## config.mk

```make
export PLATFORM = sky130hd
export DESIGN_NAME = usb_hid_report_to_ps2_scancodes_core
export DESIGN_NICKNAME = d
export VERILOG_FILES = /design/src/rtl/core/hid2ps2_pkg.sv /design/src/rtl/core/usb_hid_report_to_ps2_scancodes_core.sv /design/src/rtl/core/hid2ps2_ctrl.sv /design/src/rtl/core/hid2ps2_dp.sv
export SDC_FILE = /design/constraint.sdc
export NUM_CORES = 1
export LEC_CHECK = 0
export BUFFER_PORTS_ARGS = -buffer_cell sky130_fd_sc_hd__buf_4
export CAP_MARGIN = 20
export CORE_MARGIN = 2
export CORE_UTILIZATION = 25
export CTS_CLUSTER_SIZE = 8
export DETAILED_ROUTE_END_ITERATION = 12
export MAX_ROUTING_LAYER = met4
export SYNTH_ARGS = -nofsm -noshare
export SYNTH_HDL_FRONTEND = slang
export SYNTH_HIERARCHICAL = 1
export SYNTH_SLANG_ARGS = --single-unit
```

## constraint.sdc

```tcl
create_clock -name clock -period 6.2 [get_ports clock]
set_input_delay 0.31 -clock clock [delete_from_list [all_inputs] [get_ports clock]]
set_output_delay 0.31 -clock clock [all_outputs]
set_load 0.01 [all_outputs]
```

## src/rtl/core/hid2ps2_pkg.sv

```systemverilog
package hid2ps2_pkg;

   localparam int KEY_SLOTS = 6;
   localparam int MOD_BITS  = 8;
   localparam int NUM_EVENTS = MOD_BITS + 2 * KEY_SLOTS;
   localparam int EV_W  = $clog2(NUM_EVENTS + 1);
   localparam int IDX_W = (KEY_SLOTS > 1) ? $clog2(KEY_SLOTS) : 1;

   localparam logic [7:0] BREAK_PREFIX   = 8'hF0;
   localparam logic [7:0] EXT_PREFIX     = 8'hE0;
   localparam logic [7:0] MOD_USAGE_BASE = 8'hE0;
   localparam logic [7:0] MOD_USAGE_LAST = 8'hE7;
   localparam logic [7:0] MAIN_USAGE_END = 8'h90;
   localparam logic [7:0] ROLLOVER_LO    = 8'h01;
   localparam logic [7:0] ROLLOVER_HI    = 8'h03;

   typedef struct packed {
      logic [7:0] modifier_bits;
      logic [7:0] key_slot_0;
      logic [7:0] key_slot_1;
      logic [7:0] key_slot_2;
      logic [7:0] key_slot_3;
      logic [7:0] key_slot_4;
      logic [7:0] key_slot_5;
   } req_type;

   typedef struct packed {
      logic [7:0] scan_byte;
      logic       byte_valid;
      logic       last_of_report;
      logic [7:0] held_key;
      logic       repeat_restart;
   } rsp_type;

   typedef struct packed {
      logic load;
      logic analyze;
      logic step;
      logic flush;
   } cmd_type;

   typedef struct packed {
      logic walk_done;
      logic out_free;
   } status_type;

   localparam logic [15:0] MAIN_CODES [0:143] = '{
      16'h0000, 16'h0000, 16'h0000, 16'h0000, 16'h001C, 16'h0032, 16'h0021, 16'h0023,
      16'h0024, 16'h002B, 16'h0034, 16'h0033, 16'h0043, 16'h003B, 16'h0042, 16'h004B,
      16'h003A, 16'h0031, 16'h0044, 16'h004D, 16'h0015, 16'h002D, 16'h001B, 16'h002C,
      16'h003C, 16'h002A, 16'h001D, 16'h0022, 16'h0035, 16'h001A, 16'h0016, 16'h001E,
      16'h0026, 16'h0025, 16'h002E, 16'h0036, 16'h003D, 16'h003E, 16'h0046, 16'h0045,
      16'h005A, 16'h0076, 16'h0066, 16'h000D, 16'h0029, 16'h004E, 16'h0055, 16'h0054,
      16'h005B, 16'h005D, 16'h005D, 16'h004C, 16'h0052, 16'h000E, 16'h0041, 16'h0049,
      16'h004A, 16'h0058, 16'h0005, 16'h0006, 16'h0004, 16'h000C, 16'h0003, 16'h000B,
      16'h0083, 16'h000A, 16'h0001, 16'h0009, 16'h0078, 16'h0007, 16'h0000, 16'h007E,
      16'h0000, 16'hE070, 16'hE06C, 16'hE07D, 16'hE071, 16'hE069, 16'hE07A, 16'hE074,
      16'hE06B, 16'hE072, 16'hE075, 16'h0077, 16'hE04A, 16'h007C, 16'h007B, 16'h0079,
      16'hE05A, 16'h0069, 16'h0072, 16'h007A, 16'h006B, 16'h0073, 16'h0074, 16'h006C,
      16'h0075, 16'h007D, 16'h0070, 16'h0071, 16'h0000, 16'h0000, 16'h0000, 16'h0000,
      16'h0000, 16'h0000, 16'h0000, 16'h0000, 16'h0000, 16'h0000, 16'h0000, 16'h0000,
      16'h0000, 16'h0000, 16'h0000, 16'h0000, 16'h0000, 16'h0000, 16'h0000, 16'h0000,
      16'h0000, 16'h0000, 16'h0000, 16'h0000, 16'h0000, 16'h0000, 16'h0000, 16'h0000,
      16'h0000, 16'h0000, 16'h0000, 16'h0000, 16'h0000, 16'h0000, 16'h0000, 16'h0051,
      16'h0013, 16'h006A, 16'h0064, 16'h0067, 16'h0000, 16'h0000, 16'h0000, 16'h0000
   };

   localparam logic [15:0] MOD_CODES [0:7] = '{
      16'h0014, 16'h0012, 16'h0011, 16'h0000, 16'hE014, 16'h0059, 16'hE011, 16'h0000
   };

   // set-2 code for a usage, zero when the usage has none
   function automatic logic [15:0] code_of(input logic [7:0] usage);
      logic [15:0] code;
      code = 16'h0000;
      if (usage < MAIN_USAGE_END) begin
         code = MAIN_CODES[usage];
      end else if (usage >= MOD_USAGE_BASE && usage <= MOD_USAGE_LAST) begin
         code = MOD_CODES[usage[2:0]];
      end
      return code;
   endfunction

endpackage

```

## src/rtl/core/usb_hid_report_to_ps2_scancodes_core.sv

```systemverilog
// Translates USB boot-keyboard reports into PS/2 set-2 scan code words. One report
// is taken when the block is idle; it is then captured and compared against the
// stored key list, and the single event walker goes over 8 modifier events plus 6
// break and 6 make events, sending the words of each event in turn, before a final
// flush step sends the last word. The walk is held when the result side stalls, and
// a report gives at most 44 words in the worst case. Every word carries the held key
// and repeat-restart flag of the whole report; a report that sends nothing gives one
// word with byte_valid low. Results wait in an output register, so the next report
// is accepted while the last word is still pending.
module usb_hid_report_to_ps2_scancodes_core (
   input  logic                 clock,
   input  logic                 reset,
   input  logic                 req_valid,
   output logic                 req_ready,
   input  hid2ps2_pkg::req_type req_data,
   output logic                 rsp_valid,
   input  logic                 rsp_ready,
   output hid2ps2_pkg::rsp_type rsp_data
);

   hid2ps2_pkg::cmd_type    cmd;
   hid2ps2_pkg::status_type status;

   hid2ps2_ctrl u_ctrl (
      .clock     (clock),
      .reset     (reset),
      .req_valid (req_valid),
      .req_ready (req_ready),
      .status    (status),
      .cmd       (cmd)
   );

   hid2ps2_dp u_dp (
      .clock     (clock),
      .reset     (reset),
      .req_data  (req_data),
      .cmd       (cmd),
      .status    (status),
      .rsp_valid (rsp_valid),
      .rsp_ready (rsp_ready),
      .rsp_data  (rsp_data)
   );

endmodule

```

## src/rtl/core/hid2ps2_ctrl.sv

```systemverilog
module hid2ps2_ctrl (
   input  logic                    clock,
   input  logic                    reset,
   input  logic                    req_valid,
   output logic                    req_ready,
   input  hid2ps2_pkg::status_type status,
   output hid2ps2_pkg::cmd_type    cmd
);

   typedef enum logic [3:0] {
      ST_IDLE    = 4'b0001,
      ST_ANALYZE = 4'b0010,
      ST_WALK    = 4'b0100,
      ST_FLUSH   = 4'b1000
   } state_type;

   state_type state_ff, state_in;

   always_comb begin
      cmd       = '0;
      state_in  = state_ff;
      req_ready = 1'b0;
      unique case (state_ff)
         ST_IDLE: begin
            req_ready = 1'b1;
            if (req_valid) begin
               cmd.load = 1'b1;
               state_in = ST_ANALYZE;
            end
         end
         ST_ANALYZE: begin
            cmd.analyze = 1'b1;
            state_in    = ST_WALK;
         end
         ST_WALK: begin
            if (status.walk_done) begin
               state_in = ST_FLUSH;
            end else begin
               cmd.step = 1'b1;
            end
         end
         ST_FLUSH: begin
            if (status.out_free) begin
               cmd.flush = 1'b1;
               state_in  = ST_IDLE;
            end
         end
         default: state_in = ST_IDLE;
      endcase
   end

   always_ff @(posedge clock) begin
      if (reset) begin
         state_ff <= ST_IDLE;
      end else begin
         state_ff <= state_in;
      end
   end

`ifndef ASSERT_OFF
   a_flush_needs_room: assert property (@(posedge clock) disable iff (reset)
      cmd.flush |-> status.out_free) else $error("flush without output room");
   a_analyze_after_load: assert property (@(posedge clock) disable iff (reset)
      cmd.load |=> cmd.analyze) else $error("analyze did not follow load");
   a_walk_after_analyze: assert property (@(posedge clock) disable iff (reset)
      cmd.analyze |=> (state_ff == ST_WALK)) else $error("walk did not follow analyze");
`endif

endmodule

```

## src/rtl/core/hid2ps2_dp.sv

```systemverilog
module hid2ps2_dp (
   input  logic                    clock,
   input  logic                    reset,
   input  hid2ps2_pkg::req_type    req_data,
   input  hid2ps2_pkg::cmd_type    cmd,
   output hid2ps2_pkg::status_type status,
   output logic                    rsp_valid,
   input  logic                    rsp_ready,
   output hid2ps2_pkg::rsp_type    rsp_data
);

   localparam int K     = hid2ps2_pkg::KEY_SLOTS;
   localparam int EV_W  = hid2ps2_pkg::EV_W;
   localparam int IDX_W = hid2ps2_pkg::IDX_W;

   logic [7:0] mods_ff;
   logic [7:0] slots_ff     [K];
   logic [7:0] prev_mod_ff;
   logic [7:0] prev_keys_ff [K];
   logic [7:0] held_ff,   held_in;
   logic       restart_ff, restart_in;
   logic [K-1:0] gone_ff, gone_in;
   logic [K-1:0] fresh_ff, fresh_in;
   logic       roll_ff, roll_in;
   logic [EV_W-1:0] ev_ff;
   logic [1:0] sub_ff;
   logic [7:0] pend_ff;
   logic       pend_vld_ff;
   hid2ps2_pkg::rsp_type out_ff;
   logic       out_vld_ff;

   // analysis of the captured report against the stored key list
   always_comb begin
      logic held_gone;
      roll_in    = 1'b0;
      held_gone  = 1'b0;
      held_in    = held_ff;
      restart_in = 1'b0;
      for (int i = 0; i < K; i++) begin
         if (slots_ff[i] >= hid2ps2_pkg::ROLLOVER_LO &&
             slots_ff[i] <= hid2ps2_pkg::ROLLOVER_HI) begin
            roll_in = 1'b1;
         end
      end
      for (int i = 0; i < K; i++) begin
         logic seen;
         seen = 1'b0;
         for (int j = 0; j < K; j++) begin
            if (prev_keys_ff[i] == slots_ff[j]) seen = 1'b1;
         end
         gone_in[i] = (prev_keys_ff[i] != 8'h00) && !seen;
         if (gone_in[i] && prev_keys_ff[i] == held_ff) held_gone = 1'b1;
      end
      for (int i = 0; i < K; i++) begin
         logic known;
         known = 1'b0;
         for (int j = 0; j < K; j++) begin
            if (prev_keys_ff[j] != 8'h00 && prev_keys_ff[j] == slots_ff[i]) known = 1'b1;
         end
         fresh_in[i] = (slots_ff[i] != 8'h00) && !known;
      end
      if (!roll_in) begin
         if (held_gone) held_in = 8'h00;
         for (int i = 0; i < K; i++) begin
            if (fresh_in[i]) held_in = slots_ff[i];
         end
         restart_in = |fresh_in;
      end
   end

   // event decode: modifier bits, then breaks over the stored list, then makes
   logic [EV_W-1:0]  off_brk, off_mk;
   logic [IDX_W-1:0] idx_brk, idx_mk;
   logic [7:0]  usage;
   logic        is_break, active;
   logic [15:0] code;
   logic        ext, emit_ok;
   logic [1:0]  last_sub;
   logic [7:0]  byte_sel;

   assign off_brk = ev_ff - EV_W'(hid2ps2_pkg::MOD_BITS);
   assign off_mk  = ev_ff - EV_W'(hid2ps2_pkg::MOD_BITS + K);
   assign idx_brk = off_brk[IDX_W-1:0];
   assign idx_mk  = off_mk[IDX_W-1:0];

   always_comb begin
      if (ev_ff < EV_W'(hid2ps2_pkg::MOD_BITS)) begin
         usage    = hid2ps2_pkg::MOD_USAGE_BASE | {5'b00000, ev_ff[2:0]};
         is_break = !mods_ff[ev_ff[2:0]];
         active   = mods_ff[ev_ff[2:0]] ^ prev_mod_ff[ev_ff[2:0]];
      end else if (ev_ff < EV_W'(hid2ps2_pkg::MOD_BITS + K)) begin
         usage    = prev_keys_ff[idx_brk];
         is_break = 1'b1;
         active   = !roll_ff && gone_ff[idx_brk];
      end else begin
         usage    = slots_ff[idx_mk];
         is_break = 1'b0;
         active   = !roll_ff && fresh_ff[idx_mk];
      end
   end

   assign code     = hid2ps2_pkg::code_of(usage);
   assign ext      = code[15:8] != 8'h00;
   assign emit_ok  = active && (code != 16'h0000);
   assign last_sub = {1'b0, ext} + {1'b0, is_break};

   always_comb begin
      byte_sel = code[7:0];
      case (sub_ff)
         2'd0: begin
            if (ext)           byte_sel = hid2ps2_pkg::EXT_PREFIX;
            else if (is_break) byte_sel = hid2ps2_pkg::BREAK_PREFIX;
         end
         2'd1: begin
            if (ext && is_break) byte_sel = hid2ps2_pkg::BREAK_PREFIX;
         end
         default: byte_sel = code[7:0];
      endcase
   end

   logic out_free, stall, step_go, emit, push_mid;

   assign out_free = !out_vld_ff || rsp_ready;
   assign stall    = emit_ok && pend_vld_ff && !out_free;
   assign step_go  = cmd.step && !stall;
   assign emit     = step_go && emit_ok;
   assign push_mid = emit && pend_vld_ff;

   assign status.walk_done = ev_ff == EV_W'(hid2ps2_pkg::NUM_EVENTS);
   assign status.out_free  = out_free;

   always_ff @(posedge clock) begin
      if (cmd.load) begin
         mods_ff     <= req_data.modifier_bits;
         slots_ff[0] <= req_data.key_slot_0;
         slots_ff[1] <= req_data.key_slot_1;
         slots_ff[2] <= req_data.key_slot_2;
         slots_ff[3] <= req_data.key_slot_3;
         slots_ff[4] <= req_data.key_slot_4;
         slots_ff[5] <= req_data.key_slot_5;
      end
      if (cmd.analyze) begin
         gone_ff  <= gone_in;
         fresh_ff <= fresh_in;
         roll_ff  <= roll_in;
      end
      if (emit) begin
         pend_ff <= byte_sel;
      end
      if (push_mid) begin
         out_ff <= '{scan_byte: pend_ff, byte_valid: 1'b1, last_of_report: 1'b0,
                     held_key: held_ff, repeat_restart: restart_ff};
      end else if (cmd.flush) begin
         out_ff <= '{scan_byte: pend_vld_ff ? pend_ff : 8'h00, byte_valid: pend_vld_ff,
                     last_of_report: 1'b1, held_key: held_ff,
                     repeat_restart: restart_ff};
      end
   end

   always_ff @(posedge clock) begin
      if (reset) begin
         prev_mod_ff <= '0;
         for (int i = 0; i < K; i++) prev_keys_ff[i] <= '0;
         held_ff     <= '0;
         restart_ff  <= 1'b0;
         ev_ff       <= '0;
         sub_ff      <= '0;
         pend_vld_ff <= 1'b0;
         out_vld_ff  <= 1'b0;
      end else begin
         if (cmd.analyze) begin
            held_ff    <= held_in;
            restart_ff <= restart_in;
            ev_ff      <= '0;
            sub_ff     <= '0;
         end else if (step_go) begin
            if (emit && sub_ff != last_sub) begin
               sub_ff <= sub_ff + 2'd1;
            end else begin
               sub_ff <= '0;
               ev_ff  <= ev_ff + EV_W'(1);
            end
         end
         if (emit) begin
            pend_vld_ff <= 1'b1;
         end else if (cmd.flush) begin
            pend_vld_ff <= 1'b0;
         end
         if (push_mid || cmd.flush) begin
            out_vld_ff <= 1'b1;
         end else if (rsp_ready) begin
            out_vld_ff <= 1'b0;
         end
         // stored modifiers and key list move on only once the whole report is walked; the key list stays on rollover
         if (cmd.flush) begin
            prev_mod_ff <= mods_ff;
            if (!roll_ff) begin
               for (int i = 0; i < K; i++) prev_keys_ff[i] <= slots_ff[i];
            end
         end
      end
   end

   assign rsp_valid = out_vld_ff;
   assign rsp_data  = out_ff;

`ifndef ASSERT_OFF
   a_push_has_room: assert property (@(posedge clock) disable iff (reset)
      push_mid |-> out_free) else $error("word pushed over a waiting result");
   a_cursor_range: assert property (@(posedge clock) disable iff (reset)
      ev_ff <= EV_W'(hid2ps2_pkg::NUM_EVENTS)) else $error("event cursor out of range");
   a_sub_range: assert property (@(posedge clock) disable iff (reset)
      sub_ff != 2'd3) else $error("byte index out of range");
   a_flush_drains: assert property (@(posedge clock) disable iff (reset)
      cmd.flush |=> (!pend_vld_ff && out_vld_ff && rsp_data.last_of_report))
      else $error("flush left a pending byte");
`endif

endmodule

```

* Word level (Yosys, flattened, before mapping)
Memory sizes are Yosys's and may differ from the RTL's.
Cells that the tools add are included.
** Storage, ports and cells
- Register bits after elaboration :: 78
- Bits in read-only memories :: 4224
- Word-level logic and storage cells :: 376
- Memory bits (writable) :: 96
- Input port bits :: 60
- Output and inout port bits :: 21
- Memories :: 4
** Memory list
- (no name shown) :: words 256, width 16, read ports 1, clocked after memory_dff 0, wr ports 0, RTL line hid2ps2_pkg.sv:77 : code = MAIN_CODES[usage];
- (no name shown) :: words 8, width 16, read ports 1, clocked after memory_dff 0, wr ports 0, RTL line hid2ps2_pkg.sv:79 : code = MOD_CODES[usage[2:0]];
- u_dp.prev_keys_ff :: words 6, width 8, read ports 7, clocked after memory_dff 0, wr ports 6, RTL line hid2ps2_dp.sv:19 : logic [7:0] prev_keys_ff [K];
- u_dp.slots_ff :: words 6, width 8, read ports 7, clocked after memory_dff 0, wr ports 6, RTL line hid2ps2_dp.sv:17 : logic [7:0] slots_ff [K];
** Cells by class
- Bitwise gates (word level) :: 11
- Add/sub/neg operators :: 5
- Reductions and logical operators :: 114
- Eq/ne operators :: 52
- Mux-type cells :: 150
- Magnitude comparators :: 22
** Operators with widths (number)
- equality test 8 bit :: 42
- 2-to-1 mux 8 bit :: 19
- 2-to-1 mux 1 bit :: 113
- nonzero test 8 bit :: 13
- 2-to-1 mux 16 bit :: 6
- logical AND 1 bit :: 71
- greater-or-equal comparator 8 x 1 -> 1 bit (second input constant) :: 6
- <= comparator 8 x 2 -> 1 bit (second input constant) :: 6
- 2-to-1 mux 19 bit :: 2
- zero test 1 bit :: 17
- case mux 4 bit (4 select lines) :: 1
- case mux 8 bit (2 select lines) :: 1
- nonzero test 16 bit :: 1
- binary-select mux 1 bit (select 3 bit) :: 4
- < comparator 3 x 4 -> 1 bit (second input constant) :: 3
- 2-to-1 mux 4 bit :: 3
- < comparator 5 x 4 -> 1 bit (second input constant) :: 2
- greater-or-equal comparator 9 bit (second input constant) :: 1
- NOT 8 -> 9 bit :: 1
- greater-or-equal comparator 8 bit (second input constant) :: 1
- <= comparator 8 bit (second input constant) :: 1
- < comparator 8 bit (second input constant) :: 1
- nonzero test 7 bit :: 1
- OR 1 bit :: 6
- other kinds (26) :: 32

* Longest topological paths before layout
- Word-level depth :: 23
- Depth in mapped cells :: 22
- Depth with buffers taken out :: 20

* By module
The synthesis kept the hierarchy.
** Modules (own cells, without submodules)
- hid2ps2_dp :: area each 13964.6 um^2, times used 1, cells an instance 1498
- hid2ps2_ctrl :: area each 255.2 um^2, times used 1, cells an instance 30

* Worst setup path after synthesis
Ideal clock, no wire load.
- Path type :: register to register
- Start point :: register u_dp.ev_ff[1]
- End point :: register u_dp.out_ff (netlist bit u_dp/rsp_data[0]), enable pin
- Arrival :: 4.234 ns
- Setup slack :: 1.597 ns
- Setup time :: 0.369 ns
- Stages on the path, launching flop included :: 17
- Data required time :: 5.831 ns
- Cell sequence :: dfxtp_1 > ha_1 > buf_1 > mux2i_1 > a221o_1 > inv_2 > ha_1 > clkbuf_1 > o21ai_0 > a2111o_1 > o2111ai_1 > o31a_1 > nor3_1 > a211oi_4 > a21oi_2 > buf_6 > inv_1
** Between the ends
- Word-level cells in the longest chain between the ends :: 19
** RTL lines
- start: declaration :: RTL line hid2ps2_dp.sv:25 : logic [EV_W-1:0] ev_ff;
- start signal: assignment :: RTL line hid2ps2_dp.sv:181 : ev_ff <= ev_ff + EV_W'(1);
- parallel branches: the longest is 16 deep, another holds memory read (256 x 16 bit)
- logical AND 1 bit * :: RTL line hid2ps2_dp.sv:126 : assign emit = step_go && emit_ok;
- net u_dp.emit :: RTL line hid2ps2_dp.sv:121 : logic out_free, stall, step_go, emit, push_mid;
- logical AND 1 bit * :: RTL line hid2ps2_dp.sv:127 : assign push_mid = emit && pend_vld_ff;
- nonzero test 2 bit (no source line) *
- end signal: assignment :: RTL line hid2ps2_dp.sv:151 : out_ff <= '{scan_byte: pend_ff, byte_valid: 1'b1, last_of_report: 1'b0,
- end signal: assignment :: RTL line hid2ps2_dp.sv:154 : out_ff <= '{scan_byte: pend_vld_ff ? pend_ff : 8'h00, byte_valid: pend_vld_ff,
- end: declaration :: RTL line hid2ps2_dp.sv:29 : hid2ps2_pkg::rsp_type out_ff;
Mark *: on every way through the listed nets, which the timed path passes. The select of a mux whose other input is x is not followed.
A chain may end at the register's enable or synchronous reset.

* Worst setup path after layout
- Start point :: register u_dp.ev_ff[2]
- End point :: register u_dp.out_ff (netlist bit u_dp/rsp_data[1]), enable pin
The elaborated chain is that of the path after synthesis.

==> summary.md <==
| Metric | Value |
|---|---|
| Final instance area | approximately 0.016 mm² |
| FF-to-FF End | u_dp/rsp_data[1] |
| Die area | 0.0588 mm² |
| Max Slew Vio Count | 0 |
| Final ANT Viol Nets | 0 |
| Layout cells sized above 1 | about 16% |
| Fin crit share | between 80% and 90% |
| Port Buffers | 80 |
| Post-CTS Setup Bufs | 0 |
| I/O pin count | between 80 and 90 |
| Placed cell areas | between 0.015 and 0.02 mm² |
| Die H | ~240 µm |
| Synth Area in Compound Gates | between 10% and 20% |
| First-pass GRT wire length | ~84 mm |
| Hold path endpoint | u_dp/slots_ff[3][1] |
| Main area contributors after synthesis | edfxtp_1 30%, xor2_1 14%, xnor2_1 7.1% |
| # rows | slightly below 90 |
| Worst-path fanout max | 17 |
| Finished Layout Cells | 2334 |
| CTS tree | done |
| Hold WC Path Type | in -> reg |
| Initial Util | 25.3% |
| Hold Startpoint | req_data[17] |
| Worst-Skew Late Latency | 0.46 ns |
| Post-DR vias/cell | 5.48 |
| # clock sinks | roughly 180 |
| CP peak stage delay | roughly 0.65 ns |
| Min cycle time layout | 5.53 ns |
| GRT Util Overall | around 20% |
| R2r setup slk | just under 0.7 ns |
| Synthesis-to-layout area growth | 15.7% |
| DRC | 0 |
| Max-slew headroom | about an eighth |
| Total core area | ~0.056 mm² |
| Commonest non-fill, non-tap cell in the layout | xor2_1 |
| CTS Root Cell | clkbuf_16 |
| Required @ worst endpoint | 6.29 ns |
| Iter 0 DRT Violations | 1633 |
| Crit path DAT | between 5 and 6 ns |
| CP Class | reg -> reg |
| Clock Tree Buf Depth | 2 |
| Avg WL per Cell | between 20 and 25 µm |
| Post-synthesis cell type count | between 80 and 90 |
| Max Freq | around 0.18 GHz |
| Synth async-reset ratio | 0% |
| Hold Slack | 0.0264 ns |
| Die Width | about 240 µm |
| CP Launch Point | u_dp/ev_ff[2] |
| Setup TNS | 0 ns |
| PD cells | 190 mW/mm² |
| Part of the Yosys area used for sequential elements | 34.9% |
| Core Util, Final | 29.2% |
| Mean Syn Cell Area | approximately 9.3 µm² |
| Setup Skew | roughly 0.014 ns |
| Mapped cell area | approximately 0.014 mm² |
| Status | complete, no violations |
| Ys flop type | edfxtp_1 |
| Yosys top cell area share | ~30% |
| Worst Reg-to-Reg Cells | 16 |
| Max-cap violation count | 0 |
| Leak | a little under 6 nW |
| Hold Fails Final Rpt | 0 |
| Worst Setup End Kind | flip-flop |
| Post-Syn Instances | roughly 1500 |
| Post-synthesis adder-cell area fraction | 1.58% |
| Largest family of logic cells by synthesized area | XOR/XNOR gates |
| Placer Congestion | 1.01 |
| Nets@finish | roughly 1600 |
| Via count of the first global-routing pass | roughly 12000 |
| Mux cell area share after synthesis | under 10% |
| Drt total wl | 57.5 mm |
| Startpoint Class | flip-flop |
| Largest net degree at the start of global routing | just under 60 |
| Simple-Gate Fraction of Synth Area | roughly 18% |
| Worst-path cell chain | ha_1, nor2_1, a22oi_1, a22oi_1, and2_1, ha_1, inv_1, a21oi_1, a211oi_1, o32a_1, o21ai_0, nor4_1, and4_1, a211oi_4, a21oi_2, inv_1 |
| EDFF count, synth | about 140 |
| Placed cell count | 2282 |
| Reg2reg start | u_dp/ev_ff[2] |
| FF+latch count, synth | about 180 |
| Slew @ Worst Pin | between 1 and 1.5 ns |
| Initial antenna violation count | 2 |
| Peak supply drop | 171 µV |
| Most frequent cells in the layout | 225 x xor2_1, 160 x buf_4, 142 x edfxtp_1 |
| Setup violation total in the final timing report | 0 |
| Via Count | 12800 |
| H-tree Lvls | 4 |
| Yosys warns | 6 |
| Total gr overflow | 0 |
| Synth area leader | edfxtp_1 |
| Clock transition at the registers of the reported paths | ~0.08 ns |
| CTS Buf Count | 17 |
| Post-Synthesis Net Count | roughly 1600 |
| Crit path max-delay cell type | ha_1 |
| Hold Path Stages | 1 |
| DP HPWL | a little over 40 mm |
| RSZ-0062 raised after global routing | no |
| Initial DRT Pass Iterations | 6 |
| Post-Synth XOR/XNOR Area | between 20% and 30% |
-- cell usage after synthesis, drive strengths merged (4+ instances only) --
master,instances
ha,18
a211oi,18
nor2b,7
a21o,8
and3,4
nor4b,5
mux2,16
o32ai,4
or4,9
nor4,78
nor2,95
nand4,37
a31oi,14
a211o,13
a21oi,50
nand2,101
a22oi,8
mux4,13
edfxtp,142
a311oi,13
nor3,32
xor2,225
mux2i,37
a221oi,13
xnor2,116
nand2b,11
and2,59
o21ai,37
inv,38
buf,65
o22a,5
dfxtp,35
a2111oi,4
nand3,27
clkbuf,98
o211ai,9
o221ai,4
o22ai,12
-- layout make-up --
cell class | count | area [µm²]
Antenna cell | 3 | 7.51
Clock buffer | 17 | 425
Clock inverter | 15 | 184
Fill cell | 5848 | 39800
Inverter | 39 | 146
Multi-Input combinational cell | 1149 | 8410
Sequential cell | 177 | 4960
Tap cell | 756 | 946
Timing Repair Buffer | 178 | 1380
-- power breakdown --
group | internal [mW] | switching, mW | leakage (nW)
Combinational | 0.223 | 0.315 | 3.98
Sequential | 1.34 | 0.108 | 1.62
Clock | 0.583 | 0.560 | 0.301
Total | 2.14 | 0.982 | 5.90
-- kinds of logic (layout without fill, tap and decap cells) --
| kind of cell | Yosys count | in the layout |
|---|---|---|
| buffers and inverters | 202 | 249 |
| AOI/OAI and AO/OA | 244 | 244 |
| and+or+nand+nor | 480 | 480 |
| DFF | 177 | 177 |
| muxes | 66 | 66 |
| xor gates and xnor gates | 341 | 341 |
| adders and majority gates | 18 | 18 |
| other | 0 | 3 |
-- how the worst max path moves through the flow --
stage / to / slack, ns
2_1_floorplan: u_dp/rsp_data[0] / 1.60
3_3_place_gp: u_dp/rsp_data[5] / 0.98
3_5_place_dp: u_dp/rsp_data[3] / 0.79
4_1_cts: u_dp/rsp_data[2] / 0.79
5_1_grt: u_dp/rsp_data[8] / 0.31
6_report: u_dp/rsp_data[1] / 0.67
-- what timing repair did --
action / in CTS / in global routing
hold endpoints to repair: 16 / 1
resized for setup: 0 / 0
hold buffers: 16 / 1
-- metal layers --
| metal | up-vias | global-route usage [%] | routed length [µm] |
|---|---|---|---|
| met3 | 223 | 4.42 | 5810 |
| met4 | 0 | 10.7 | 3120 |
| met5 | - | - | 0 |
| met1 | 6179 | 24.3 | 23100 |
| li1 | 5541 | - | - |
| met2 | 857 | 29.7 | 25500 |
-- critical path, delay by kind of cell, from the launching register on --
kind	cells	cell delay [ns]
compound gates	8	1.59
fa+ha+maj	2	1.13
simple gates	4	1.10
buf+inv	2	0.76
flops	1	0.56
-- through the flow --
stage | power, mW | setup WS [ns]
after floorplan | 1.75 | 1.60
after global placement | 1.97 | 0.981
after detailed placement | 1.98 | 0.789
after CTS | 3.14 | 0.788
after global routing | 3.23 | 0.310
final | 3.12 | 0.673
-- sequential cells by signal, indices dropped and copies added, names as in the netlist, 2 cells and up, named ones only --
register           cells
u_dp/mods_ff           8
u_dp/pend_ff           8
u_dp/sub_ff            2
u_dp/prev_keys_ff     48
u_dp/gone_ff           6
u_ctrl/state_ff        4
u_dp/rsp_data         19
u_dp/prev_mod_ff       8
u_dp/ev_ff             5
u_dp/fresh_ff          6
u_dp/slots_ff         48
u_dp/held_ff           8
Power figures use the tool's default switching activity.
